## config.mk

```make
export PLATFORM = sky130hd
export DESIGN_NAME = timed_servo_ramp_controller_flat
export DESIGN_NICKNAME = d
export VERILOG_FILES = /design/src/hdl/tsrc_pkg.sv /design/src/hdl/tsrc_if.sv /design/src/hdl/tsrc_div.sv /design/src/hdl/timed_servo_ramp_controller.sv /design/src/flat_wrapper.sv
export SDC_FILE = /design/constraint.sdc
export NUM_CORES = 1
export LEC_CHECK = 0
export BUFFER_PORTS_ARGS = -buffer_cell sky130_fd_sc_hd__buf_2
export CAP_MARGIN = 20
export CORE_UTILIZATION = 45
export CTS_BUF_LIST = sky130_fd_sc_hd__clkbuf_16
export DETAILED_ROUTE_END_ITERATION = 16
export GPL_ROUTABILITY_DRIVEN = 0
export SLEW_MARGIN = 15
export SYNTH_ARGS = -nofsm -noshare
export SYNTH_HDL_FRONTEND = slang
export SYNTH_SLANG_ARGS = --single-unit
```

## constraint.sdc

```tcl
create_clock -name clk -period 7.4 [get_ports clk]
set_clock_uncertainty 0.1 [all_clocks]
set_input_delay 1.11 -clock clk [delete_from_list [all_inputs] [get_ports clk]]
set_output_delay 1.11 -clock clk [all_outputs]
set_load 0.005 [all_outputs]
```

## src/hdl/tsrc_pkg.sv

```systemverilog
`timescale 1ns / 1ps

package tsrc_pkg;

  // Field and register widths
  localparam int TIME_W_DEF = 32;
  localparam int ANGLE_W    = 8;
  localparam int DUR_W      = 16;
  localparam int MODE_W     = 3;
  localparam int CFG_IDX_W  = 3;
  localparam int CFG_DATA_W = 16;
  localparam int PROD_W     = ANGLE_W + DUR_W;

  // Mode codes
  localparam logic [MODE_W-1:0] MODE_UNDEF   = 3'd0;
  localparam logic [MODE_W-1:0] MODE_REST    = 3'd1;
  localparam logic [MODE_W-1:0] MODE_FISH    = 3'd2;
  localparam logic [MODE_W-1:0] MODE_TRAVEL  = 3'd3;
  localparam logic [MODE_W-1:0] MODE_POSDROP = 3'd4;
  localparam logic [MODE_W-1:0] MODE_DROP    = 3'd5;

  // Angle limits and register reset values
  localparam logic [ANGLE_W-1:0] ANGLE_MAX = 8'd180;
  localparam logic [ANGLE_W-1:0] ANGLE_RST = 8'd90;
  localparam logic [DUR_W-1:0]   DUR_RST   = 16'd1000;

  // Configuration register indexes
  localparam logic [CFG_IDX_W-1:0] REG_ARM_REST    = 3'd0;
  localparam logic [CFG_IDX_W-1:0] REG_ARM_FISH    = 3'd1;
  localparam logic [CFG_IDX_W-1:0] REG_ARM_TRAVEL  = 3'd2;
  localparam logic [CFG_IDX_W-1:0] REG_ARM_DROP    = 3'd3;
  localparam logic [CFG_IDX_W-1:0] REG_REL_REST    = 3'd4;
  localparam logic [CFG_IDX_W-1:0] REG_REL_DROP    = 3'd5;
  localparam logic [CFG_IDX_W-1:0] REG_RAMP_DUR    = 3'd6;

  // Sequencer step addresses
  localparam int PC_W = 3;
  localparam logic [PC_W-1:0] PC_IDLE     = 3'd0;
  localparam logic [PC_W-1:0] PC_SETUP    = 3'd1;
  localparam logic [PC_W-1:0] PC_MUL      = 3'd2;
  localparam logic [PC_W-1:0] PC_DIV_INIT = 3'd3;
  localparam logic [PC_W-1:0] PC_DIV      = 3'd4;
  localparam logic [PC_W-1:0] PC_FINISH   = 3'd5;
  localparam logic [PC_W-1:0] PC_RETURN   = 3'd6;

  // Datapath operations
  localparam int OP_W = 3;
  localparam logic [OP_W-1:0] OP_NOP      = 3'd0;
  localparam logic [OP_W-1:0] OP_SETUP    = 3'd1;
  localparam logic [OP_W-1:0] OP_MUL      = 3'd2;
  localparam logic [OP_W-1:0] OP_DIV_INIT = 3'd3;
  localparam logic [OP_W-1:0] OP_DIV_STEP = 3'd4;
  localparam logic [OP_W-1:0] OP_FINISH   = 3'd5;

  // Jump conditions: jump to target when true, else fall through
  localparam int COND_W = 3;
  localparam logic [COND_W-1:0] C_NEXT      = 3'd0;
  localparam logic [COND_W-1:0] C_NO_START  = 3'd1;
  localparam logic [COND_W-1:0] C_HOLD      = 3'd2;
  localparam logic [COND_W-1:0] C_DIV_BUSY  = 3'd3;
  localparam logic [COND_W-1:0] C_OUT_BLOCK = 3'd4;
  localparam logic [COND_W-1:0] C_ALWAYS    = 3'd5;

  typedef struct packed {
    logic [OP_W-1:0]   op;
    logic [COND_W-1:0] cond;
    logic [PC_W-1:0]   target;
  } ucode_t;

  typedef struct packed {
    logic start;
    logic step;
  } div_ctl_t;

  // Control store
  function automatic ucode_t ucode_rom(input logic [PC_W-1:0] pc);
    ucode_t w;
    case (pc)
      PC_IDLE:     w = '{op: OP_NOP,      cond: C_NO_START,  target: PC_IDLE};
      PC_SETUP:    w = '{op: OP_SETUP,    cond: C_NEXT,      target: PC_IDLE};
      PC_MUL:      w = '{op: OP_MUL,      cond: C_HOLD,      target: PC_FINISH};
      PC_DIV_INIT: w = '{op: OP_DIV_INIT, cond: C_NEXT,      target: PC_IDLE};
      PC_DIV:      w = '{op: OP_DIV_STEP, cond: C_DIV_BUSY,  target: PC_DIV};
      PC_FINISH:   w = '{op: OP_FINISH,   cond: C_OUT_BLOCK, target: PC_FINISH};
      PC_RETURN:   w = '{op: OP_NOP,      cond: C_ALWAYS,    target: PC_IDLE};
      default:     w = '{op: OP_NOP,      cond: C_ALWAYS,    target: PC_IDLE};
    endcase
    return w;
  endfunction

  // Limit a servo angle to the mechanical maximum
  function automatic logic [ANGLE_W-1:0] clamp_angle(input logic [ANGLE_W:0] a);
    return (a > {1'b0, ANGLE_MAX}) ? ANGLE_MAX : a[ANGLE_W-1:0];
  endfunction

endpackage

```

## src/hdl/tsrc_if.sv

```systemverilog
`timescale 1ns / 1ps

// Update item channel
interface tsrc_in_if #(
  parameter int TW = tsrc_pkg::TIME_W_DEF
);
  logic                          valid;
  logic                          ready;
  logic [TW-1:0]                 now_ms;
  logic                          set_request;
  logic [tsrc_pkg::MODE_W-1:0]   requested_mode;

  modport source (output valid, now_ms, set_request, requested_mode, input ready);
  modport sink   (input valid, now_ms, set_request, requested_mode, output ready);
endinterface

// Servo command channel
interface tsrc_out_if;
  logic                          valid;
  logic                          ready;
  logic [tsrc_pkg::ANGLE_W-1:0]  arm_angle;
  logic [tsrc_pkg::ANGLE_W-1:0]  release_angle;

  modport source (output valid, arm_angle, release_angle, input ready);
  modport sink   (input valid, arm_angle, release_angle, output ready);
endinterface

// Register write channel
interface tsrc_cfg_if;
  logic                            valid;
  logic                            ready;
  logic [tsrc_pkg::CFG_IDX_W-1:0]  index;
  logic [tsrc_pkg::CFG_DATA_W-1:0] data;

  modport source (output valid, index, data, input ready);
  modport sink   (input valid, index, data, output ready);
endinterface

```

## src/hdl/tsrc_div.sv

```systemverilog
`timescale 1ns / 1ps

module tsrc_div #(
  parameter int N_W = tsrc_pkg::PROD_W,
  parameter int D_W = tsrc_pkg::DUR_W
) (
  input  logic               clk,
  input  logic               rst_n,
  input  tsrc_pkg::div_ctl_t ctl,
  input  logic [N_W-1:0]     dividend,
  input  logic [D_W-1:0]     divisor,
  output logic [N_W-1:0]     quotient,
  output logic               busy
);

  localparam int CNT_W = $clog2(N_W + 1);

  logic [N_W-1:0]   quo_r;
  logic [D_W-1:0]   rem_r;
  logic [CNT_W-1:0] cnt_r;
  logic [D_W:0]     trial;
  logic             fits;

  // Shift in the next dividend bit and try the subtraction
  assign trial = {rem_r, quo_r[N_W-1]};
  assign fits  = trial >= {1'b0, divisor};

  // Restoring division, one quotient bit a step
  always_ff @(posedge clk) begin
    if (!rst_n) begin
      cnt_r <= '0;
    end else if (ctl.start) begin
      cnt_r <= CNT_W'(N_W);
    end else if (ctl.step && cnt_r != '0) begin
      cnt_r <= cnt_r - 1'b1;
    end
  end

  always_ff @(posedge clk) begin
    if (ctl.start) begin
      quo_r <= dividend;
      rem_r <= '0;
    end else if (ctl.step && cnt_r != '0) begin
      quo_r <= {quo_r[N_W-2:0], fits};
      rem_r <= fits ? D_W'(trial - {1'b0, divisor}) : trial[D_W-1:0];
    end
  end

  assign quotient = quo_r;
  assign busy     = cnt_r != '0;

endmodule

```

## src/hdl/timed_servo_ramp_controller.sv

```systemverilog
`timescale 1ns / 1ps
// A ramping update runs the setup, multiply, divide-init, divide and finish steps; the
// divide step uses a 24-step restoring divider. When the arm holds its target or the mode
// is undefined, multiply jumps straight to finish. New items are taken only in the idle step,
// after the last one is through; a result waiting on out_if stalls only the finish step.
// Reset (rst_n, synchronous, active low) loads register defaults and clears mode,
// ramp and sequencer state; there is no clearing pass.
module timed_servo_ramp_controller #(
  parameter int TIME_WIDTH = tsrc_pkg::TIME_W_DEF
) (
  input  logic       clk,
  input  logic       rst_n,
  tsrc_in_if.sink    in_if,
  tsrc_out_if.source out_if,
  tsrc_cfg_if.sink   cfg_if
);

  localparam int AW = tsrc_pkg::ANGLE_W;
  localparam int DW = tsrc_pkg::DUR_W;
  localparam int MW = tsrc_pkg::MODE_W;
  localparam int PW = tsrc_pkg::PROD_W;

  // Configuration registers
  logic [AW-1:0] arm_rest_r, arm_fish_r, arm_travel_r, arm_drop_r;
  logic [AW-1:0] rel_rest_r, rel_drop_r;
  logic [DW-1:0] dur_r;

  // Mode and ramp state
  logic [MW-1:0]         asked_r, prev_r, mode_r;
  logic [TIME_WIDTH-1:0] change_r, now_r;
  logic [AW-1:0]         start_r, last_arm_r;

  // Per-item working registers
  logic [DW-1:0] elapsed_r;
  logic          hold_r, up_r;
  logic [AW-1:0] diff_r, tgt_r;
  logic [PW-1:0] prod_r;

  // Output register
  logic          out_valid_r;
  logic [AW-1:0] out_arm_r, out_rel_r;

  // Sequencer
  logic [tsrc_pkg::PC_W-1:0] pc_r, pc_nxt;
  tsrc_pkg::ucode_t          cw;
  logic                      jump;

  logic in_acc, out_acc, cfg_acc, div_busy;
  logic [PW-1:0] quotient;
  tsrc_pkg::div_ctl_t div_ctl;

  assign in_acc  = in_if.valid && in_if.ready;
  assign out_acc = out_if.valid && out_if.ready;
  assign cfg_acc = cfg_if.valid && cfg_if.ready;

  assign in_if.ready      = pc_r == tsrc_pkg::PC_IDLE;
  assign cfg_if.ready     = 1'b1;
  assign out_if.valid     = out_valid_r;
  assign out_if.arm_angle = out_arm_r;
  assign out_if.release_angle = out_rel_r;

  // Fetch the control word and resolve the jump
  always_comb begin
    cw = tsrc_pkg::ucode_rom(pc_r);
    case (cw.cond)
      tsrc_pkg::C_NEXT:      jump = 1'b0;
      tsrc_pkg::C_NO_START:  jump = !in_acc;
      tsrc_pkg::C_HOLD:      jump = hold_r;
      tsrc_pkg::C_DIV_BUSY:  jump = div_busy;
      tsrc_pkg::C_OUT_BLOCK: jump = out_valid_r && !out_if.ready;
      tsrc_pkg::C_ALWAYS:    jump = 1'b1;
      default:               jump = 1'b1;
    endcase
    pc_nxt = jump ? cw.target : pc_r + 1'b1;
  end

  always_ff @(posedge clk) begin
    if (!rst_n) begin
      pc_r <= tsrc_pkg::PC_IDLE;
    end else begin
      pc_r <= pc_nxt;
    end
  end

  // Register writes
  always_ff @(posedge clk) begin
    if (!rst_n) begin
      arm_rest_r   <= tsrc_pkg::ANGLE_RST;
      arm_fish_r   <= tsrc_pkg::ANGLE_RST;
      arm_travel_r <= tsrc_pkg::ANGLE_RST;
      arm_drop_r   <= tsrc_pkg::ANGLE_RST;
      rel_rest_r   <= tsrc_pkg::ANGLE_RST;
      rel_drop_r   <= tsrc_pkg::ANGLE_RST;
      dur_r        <= tsrc_pkg::DUR_RST;
    end else if (cfg_acc) begin
      case (cfg_if.index)
        tsrc_pkg::REG_ARM_REST:   arm_rest_r   <= cfg_if.data[AW-1:0];
        tsrc_pkg::REG_ARM_FISH:   arm_fish_r   <= cfg_if.data[AW-1:0];
        tsrc_pkg::REG_ARM_TRAVEL: arm_travel_r <= cfg_if.data[AW-1:0];
        tsrc_pkg::REG_ARM_DROP:   arm_drop_r   <= cfg_if.data[AW-1:0];
        tsrc_pkg::REG_REL_REST:   rel_rest_r   <= cfg_if.data[AW-1:0];
        tsrc_pkg::REG_REL_DROP:   rel_drop_r   <= cfg_if.data[AW-1:0];
        tsrc_pkg::REG_RAMP_DUR:   dur_r        <= cfg_if.data[DW-1:0];
        default: ;
      endcase
    end
  end

  // Mode bookkeeping at accept
  logic [MW-1:0] eff_mode;
  always_comb begin
    eff_mode = asked_r;
    if (in_if.set_request &&
        (in_if.requested_mode inside {[tsrc_pkg::MODE_UNDEF:tsrc_pkg::MODE_DROP]})) begin
      eff_mode = in_if.requested_mode;
    end
  end

  always_ff @(posedge clk) begin
    if (!rst_n) begin
      asked_r  <= tsrc_pkg::MODE_UNDEF;
      prev_r   <= tsrc_pkg::MODE_UNDEF;
      change_r <= '0;
      start_r  <= '0;
    end else if (in_acc) begin
      // undefined moves on to rest by itself
      asked_r <= (eff_mode == tsrc_pkg::MODE_UNDEF) ? tsrc_pkg::MODE_REST : eff_mode;
      if (eff_mode != prev_r) begin
        prev_r   <= eff_mode;
        change_r <= in_if.now_ms;
        start_r  <= last_arm_r;
      end
    end
  end

  always_ff @(posedge clk) begin
    if (in_acc) begin
      mode_r <= eff_mode;
      now_r  <= in_if.now_ms;
    end
  end

  // Setup step: elapsed time, target, direction and hold decision
  logic [TIME_WIDTH-1:0] elapsed;
  logic [AW-1:0]         tgt_sel;
  always_comb begin
    elapsed = now_r - change_r;
    case (mode_r)
      tsrc_pkg::MODE_REST:    tgt_sel = arm_rest_r;
      tsrc_pkg::MODE_FISH:    tgt_sel = arm_fish_r;
      tsrc_pkg::MODE_TRAVEL:  tgt_sel = arm_travel_r;
      tsrc_pkg::MODE_POSDROP: tgt_sel = arm_drop_r;
      tsrc_pkg::MODE_DROP:    tgt_sel = arm_drop_r;
      default:                tgt_sel = last_arm_r;
    endcase
  end

  always_ff @(posedge clk) begin
    if (cw.op == tsrc_pkg::OP_SETUP) begin
      elapsed_r <= elapsed[DW-1:0];
      hold_r    <= (mode_r == tsrc_pkg::MODE_UNDEF) ||
                   (elapsed >= TIME_WIDTH'(dur_r));
      tgt_r     <= tgt_sel;
      up_r      <= tgt_sel >= start_r;
      diff_r    <= (tgt_sel >= start_r) ? tgt_sel - start_r : start_r - tgt_sel;
    end
  end

  // Multiply step: span times elapsed
  always_ff @(posedge clk) begin
    if (cw.op == tsrc_pkg::OP_MUL) begin
      prod_r <= PW'(diff_r) * PW'(elapsed_r);
    end
  end

  // Divide: round down when rising, up when falling
  logic [PW-1:0] dividend;
  assign dividend = up_r ? prod_r : prod_r + PW'(dur_r) - 1'b1;
  assign div_ctl.start = cw.op == tsrc_pkg::OP_DIV_INIT;
  assign div_ctl.step  = cw.op == tsrc_pkg::OP_DIV_STEP;

  tsrc_div #(
    .N_W(PW),
    .D_W(DW)
  ) u_div (
    .clk     (clk),
    .rst_n   (rst_n),
    .ctl     (div_ctl),
    .dividend(dividend),
    .divisor (dur_r),
    .quotient(quotient),
    .busy    (div_busy)
  );

  // Finish step: final arm and release angles
  logic [AW-1:0] q8, arm_fin, rel_fin;
  logic [AW:0]   ramp_val;
  always_comb begin
    q8       = quotient[AW-1:0];
    ramp_val = up_r ? {1'b0, start_r} + {1'b0, q8} : {1'b0, start_r - q8};
    if (mode_r == tsrc_pkg::MODE_UNDEF) begin
      arm_fin = last_arm_r;
    end else if (hold_r) begin
      arm_fin = tsrc_pkg::clamp_angle({1'b0, tgt_r});
    end else begin
      arm_fin = tsrc_pkg::clamp_angle(ramp_val);
    end
    rel_fin = (mode_r == tsrc_pkg::MODE_DROP) ? tsrc_pkg::clamp_angle({1'b0, rel_drop_r})
                                              : tsrc_pkg::clamp_angle({1'b0, rel_rest_r});
  end

  logic finish_go;
  assign finish_go = (cw.op == tsrc_pkg::OP_FINISH) && !(out_valid_r && !out_if.ready);

  always_ff @(posedge clk) begin
    if (!rst_n) begin
      last_arm_r  <= '0;
      out_valid_r <= 1'b0;
    end else if (finish_go) begin
      last_arm_r  <= arm_fin;
      out_valid_r <= 1'b1;
    end else if (out_acc) begin
      out_valid_r <= 1'b0;
    end
  end

  always_ff @(posedge clk) begin
    if (finish_go) begin
      out_arm_r <= arm_fin;
      out_rel_r <= rel_fin;
    end
  end

  // A new result only comes out of the finish step
  a_result_from_finish: assert property (@(posedge clk) disable iff (!rst_n)
    $rose(out_valid_r) |-> $past(pc_r) == tsrc_pkg::PC_FINISH)
    else $error("result raised outside the finish step");

  // Commanded angles stay within servo range
  a_angle_range: assert property (@(posedge clk) disable iff (!rst_n)
    out_valid_r |-> (out_arm_r <= tsrc_pkg::ANGLE_MAX && out_rel_r <= tsrc_pkg::ANGLE_MAX))
    else $error("servo angle above limit");

  // Undefined never survives an update
  a_mode_leaves_undef: assert property (@(posedge clk) disable iff (!rst_n)
    in_acc |=> asked_r != tsrc_pkg::MODE_UNDEF)
    else $error("stored mode still undefined after update");

  // The divider is done before the finish step uses its quotient
  a_div_done: assert property (@(posedge clk) disable iff (!rst_n)
    (pc_r == tsrc_pkg::PC_FINISH) |-> !div_busy)
    else $error("finish step reached with divider busy");

endmodule
```

## src/flat_wrapper.sv

```systemverilog
// flat-port wrapper written by rule: the top's interface ports become plain ports
module timed_servo_ramp_controller_flat 
#(
  parameter int TIME_WIDTH = tsrc_pkg::TIME_W_DEF
)
  (clk, rst_n, in_if_valid, in_if_now_ms, in_if_set_request, in_if_requested_mode, in_if_ready, out_if_valid, out_if_arm_angle, out_if_release_angle, out_if_ready, cfg_if_valid, cfg_if_index, cfg_if_data, cfg_if_ready);
  tsrc_in_if in_if_i ();
  tsrc_out_if out_if_i ();
  tsrc_cfg_if cfg_if_i ();
  input  logic clk;
  input  logic rst_n;
  input wire logic [$bits(in_if_i.valid)-1:0] in_if_valid;
  input wire logic [$bits(in_if_i.now_ms)-1:0] in_if_now_ms;
  input wire logic [$bits(in_if_i.set_request)-1:0] in_if_set_request;
  input wire logic [$bits(in_if_i.requested_mode)-1:0] in_if_requested_mode;
  output wire logic [$bits(in_if_i.ready)-1:0] in_if_ready;
  output wire logic [$bits(out_if_i.valid)-1:0] out_if_valid;
  output wire logic [$bits(out_if_i.arm_angle)-1:0] out_if_arm_angle;
  output wire logic [$bits(out_if_i.release_angle)-1:0] out_if_release_angle;
  input wire logic [$bits(out_if_i.ready)-1:0] out_if_ready;
  input wire logic [$bits(cfg_if_i.valid)-1:0] cfg_if_valid;
  input wire logic [$bits(cfg_if_i.index)-1:0] cfg_if_index;
  input wire logic [$bits(cfg_if_i.data)-1:0] cfg_if_data;
  output wire logic [$bits(cfg_if_i.ready)-1:0] cfg_if_ready;
  assign in_if_i.valid = in_if_valid;
  assign in_if_i.now_ms = in_if_now_ms;
  assign in_if_i.set_request = in_if_set_request;
  assign in_if_i.requested_mode = in_if_requested_mode;
  assign in_if_ready = in_if_i.ready;
  assign out_if_valid = out_if_i.valid;
  assign out_if_arm_angle = out_if_i.arm_angle;
  assign out_if_release_angle = out_if_i.release_angle;
  assign out_if_i.ready = out_if_ready;
  assign cfg_if_i.valid = cfg_if_valid;
  assign cfg_if_i.index = cfg_if_index;
  assign cfg_if_i.data = cfg_if_data;
  assign cfg_if_ready = cfg_if_i.ready;
  timed_servo_ramp_controller #(.TIME_WIDTH(TIME_WIDTH)) u_core (.clk(clk), .rst_n(rst_n), .in_if(in_if_i), .out_if(out_if_i), .cfg_if(cfg_if_i));
endmodule
```

==> reports/metrics.yaml <==
synthesis:
  synth_compound_area_share_pct: 15.5
  synth_ff_type: "dfxtp_1"
  yosys.area_share.simple_pct: 17.8
  avgSynthCellArea_um2: 8.92
  synth-seq-cells: 276
  synth_top_family_by_area: "adder cells"
  synth_xor_area_share_pct: 3.63
  synthArstFlopShare_pct: 0
  synth_edf_count: 133
  synth.yosys.seq_area_share_pct: 34.3
  synth_cell_types: 84
  synthMuxAreaShare_pct: 1.91
  ys_warn_count: 0
  syn_nets: 2576
  synth_area_um2: 20000
  syn_inst: 2244
  yosys.area_share.adder_pct: 20.4
global_route:
  grt_pass1_wl_um: 78100
  antenna_found_initial: 0
  grt_use_total_pct: 21.9
  gr-total-overflow: 0
  grt_pass1_vias: 15164
  grt_start_max_net_pins: 63
sta:
  clock.fmax_mhz: 177
  tightestPinTransition_ps: 937
  relSlewSlack_pct: 37.0
  tns_ps: 0
  slew_violations: 0
  rsz0062_at_grt: "false"
  post-route-period-util_pct: 76.4
  setup_viol: 0
  hold_viol_final: 0
  fin_crit_ps: 5650
cts:
  clk_latency_ps: 560
  ctsHoldBuffers: 0
  clock_path_buffers: 3
  cts_sinks: 276
  clockRootBuffer: "clkbuf_16"
  cts_tree: "yes"
  cts_buffers: 34
  post_cts_buffers: 0
  clk_pin_slew_ps: 60
  post_cts_resized: 0
  htree_levels: 2
finish:
  synthToLayoutAreaGrowth_pct: 10.2
  antennaDiodeCount: 0
  final_cell_mix: "inv_1, nand2_1, ha_1, nor2_1, a21oi_1"
  layout-drive-gt1-share_pct: 7.18
  layout_commonest_cell: "inv_1"
  design_area_um2: 22000
  fillCellCount: 4128
  finalNetCount: 2632
critical_path:
  crit_fanout: 16
  crit_path_end_kind: "register"
  critPathLaunch: "u_core.diff_r[4]$_DFFE_PN_"
  timing.rr.end: "u_core.prod_r[23]$_DFFE_PN_"
  r2r_cells: 18
  r2r_slack_ps: 1750
  cp.required_ps: 7600
  rr_startpoint: "u_core.diff_r[4]$_DFFE_PN_"
  cp.arrival_ps: 5850
  critPathKind: "reg2reg"
  cp-start-kind: "register"
route:
  wl_met3_um: 2570
  vias_per_cell: 5.38
  drtAntennaViolNets: 0
  dr.pass1.iters: 5
  top_layer: "met4"
  drt_iter0_markers: 844
  drt_drc_violations_left: 0
  vias: 15652
  avgRoutedWirePerCell_um: 16.6
  routed_wl_um: 48300
  wl_met1_um: 22900
  met2_length_um: 21700
hold_path:
  hold_class: "reg2reg"
  min_from: "u_core.arm_drop_r[0]$_SDFFE_PN0P_"
  hold_depth: 2
  holdPathEnd: "u_core.arm_drop_r[0]$_SDFFE_PN0P_"
outcome:
  status: "finished clean"
die:
  die_y_um: 213
  row_count: 76
  ios: 79
  die_x_um: 213
  initial_core_util_pct: 46.1
  core_area_um2: 43500
  dieArea_um2: 45300
place:
  placed_area_um2: 21000
  numPortBuffers: 77
  hpwlAfterDp_um: 36900
job:
  drv_cap: 0
## logic make-up after synthesis
group	Yosys count
and+or+nand+nor	751
AOI/OAI and AO/OA	482
buffers and inverters	342
DFF	276
adders and majority gates	272
xor gates and xnor gates	83
muxes	37
other	1
## worst max-delay path, stage by stage, from the launching register on
cell	delay, ps
edfxtp_1	650
nand2_1	160
fa_1	520
fa_1	490
inv_1	50
fa_1	530
inv_1	50
fa_1	520
inv_1	40
ha_1	320
o21ai_0	170
a21oi_1	80
o41ai_1	730
o2111ai_1	270
nand3_1	150
a31oi_1	110
a21o_1	200
a21oi_1	160
xnor2_1	80
## registers in the layout, indices dropped and copies added, names as in the netlist, 16 cells and up
name                   flops
u_core.now_r              32
u_core.prod_r             24
u_core.change_r           32
u_core.dur_r              16
u_core.u_div.rem_r        16
u_core.u_div.quotient     24
u_core.elapsed_r          16
## cell usage after synthesis, types with 22 or more instances
master	n	area, µm²
o211ai_1	22	165
o21ai_0	54	270
a21o_1	41	308
fa_1	91	1820
xor2_1	32	280
a31oi_1	23	144
nor2_1	176	661
a211oi_1	24	180
nand2_1	260	976
dfxtp_1	143	2860
inv_1	269	1010
xnor2_1	51	447
a21oi_1	172	861
nor2b_1	33	206
nand3_1	52	260
clkbuf_1	61	229
mux2i_1	31	310
ha_1	181	2260
o21ai_1	28	140
and2_1	113	707
nor3_1	26	130
edfxtp_1	133	3990
## per-layer routing
metal | track usage, % | up-vias
met5 | 0 | -
met4 | 6.57 | 0
met3 | 4.03 | 74
met2 | 34.7 | 362
met1 | 30.2 | 7420
li1 | - | 7796
## through the flow
| step | std cells | worst slack, ps | util [%] | hold WS [ps] |
|---|---|---|---|---|
| 2_1_floorplan | 2244 | 2220 | - | 327 |
| 6_report | 2911 | 1750 | 50.7 | 355 |
| 5_1_grt | 2911 | 1390 | 50.7 | 373 |
| 3_5_place_dp | 2848 | 1810 | 48.3 | 347 |
| 4_1_cts | 2910 | 1790 | 50.7 | 356 |
| 3_3_place_gp | 2848 | 1860 | 48.3 | 340 |
## final cells by class
cell class / instances / area, µm² / share of cell area (%)
Multi-Input combinational cell: 1626 / 11900 / 54.0
Sequential cell: 276 / 6860 / 31.1
Inverter: 271 / 1020 / 4.61
Clock buffer: 34 / 851 / 3.86
Tap cell: 585 / 732 / 3.32
Timing Repair Buffer: 91 / 498 / 2.26
Clock inverter: 28 / 189 / 0.857
## worst max-delay path by stage
stage                                              to
after floorplan           u_core.prod_r[23]$_DFFE_PN_
after global placement    u_core.prod_r[23]$_DFFE_PN_
after detailed placement  u_core.prod_r[23]$_DFFE_PN_
after CTS                 u_core.prod_r[23]$_DFFE_PN_
after global routing      u_core.prod_r[23]$_DFFE_PN_
final                     u_core.prod_r[23]$_DFFE_PN_
Power is left out: the tool's default activity adds up to more than one toggle a clock period on the data nets, which glitch-free logic cannot reach.
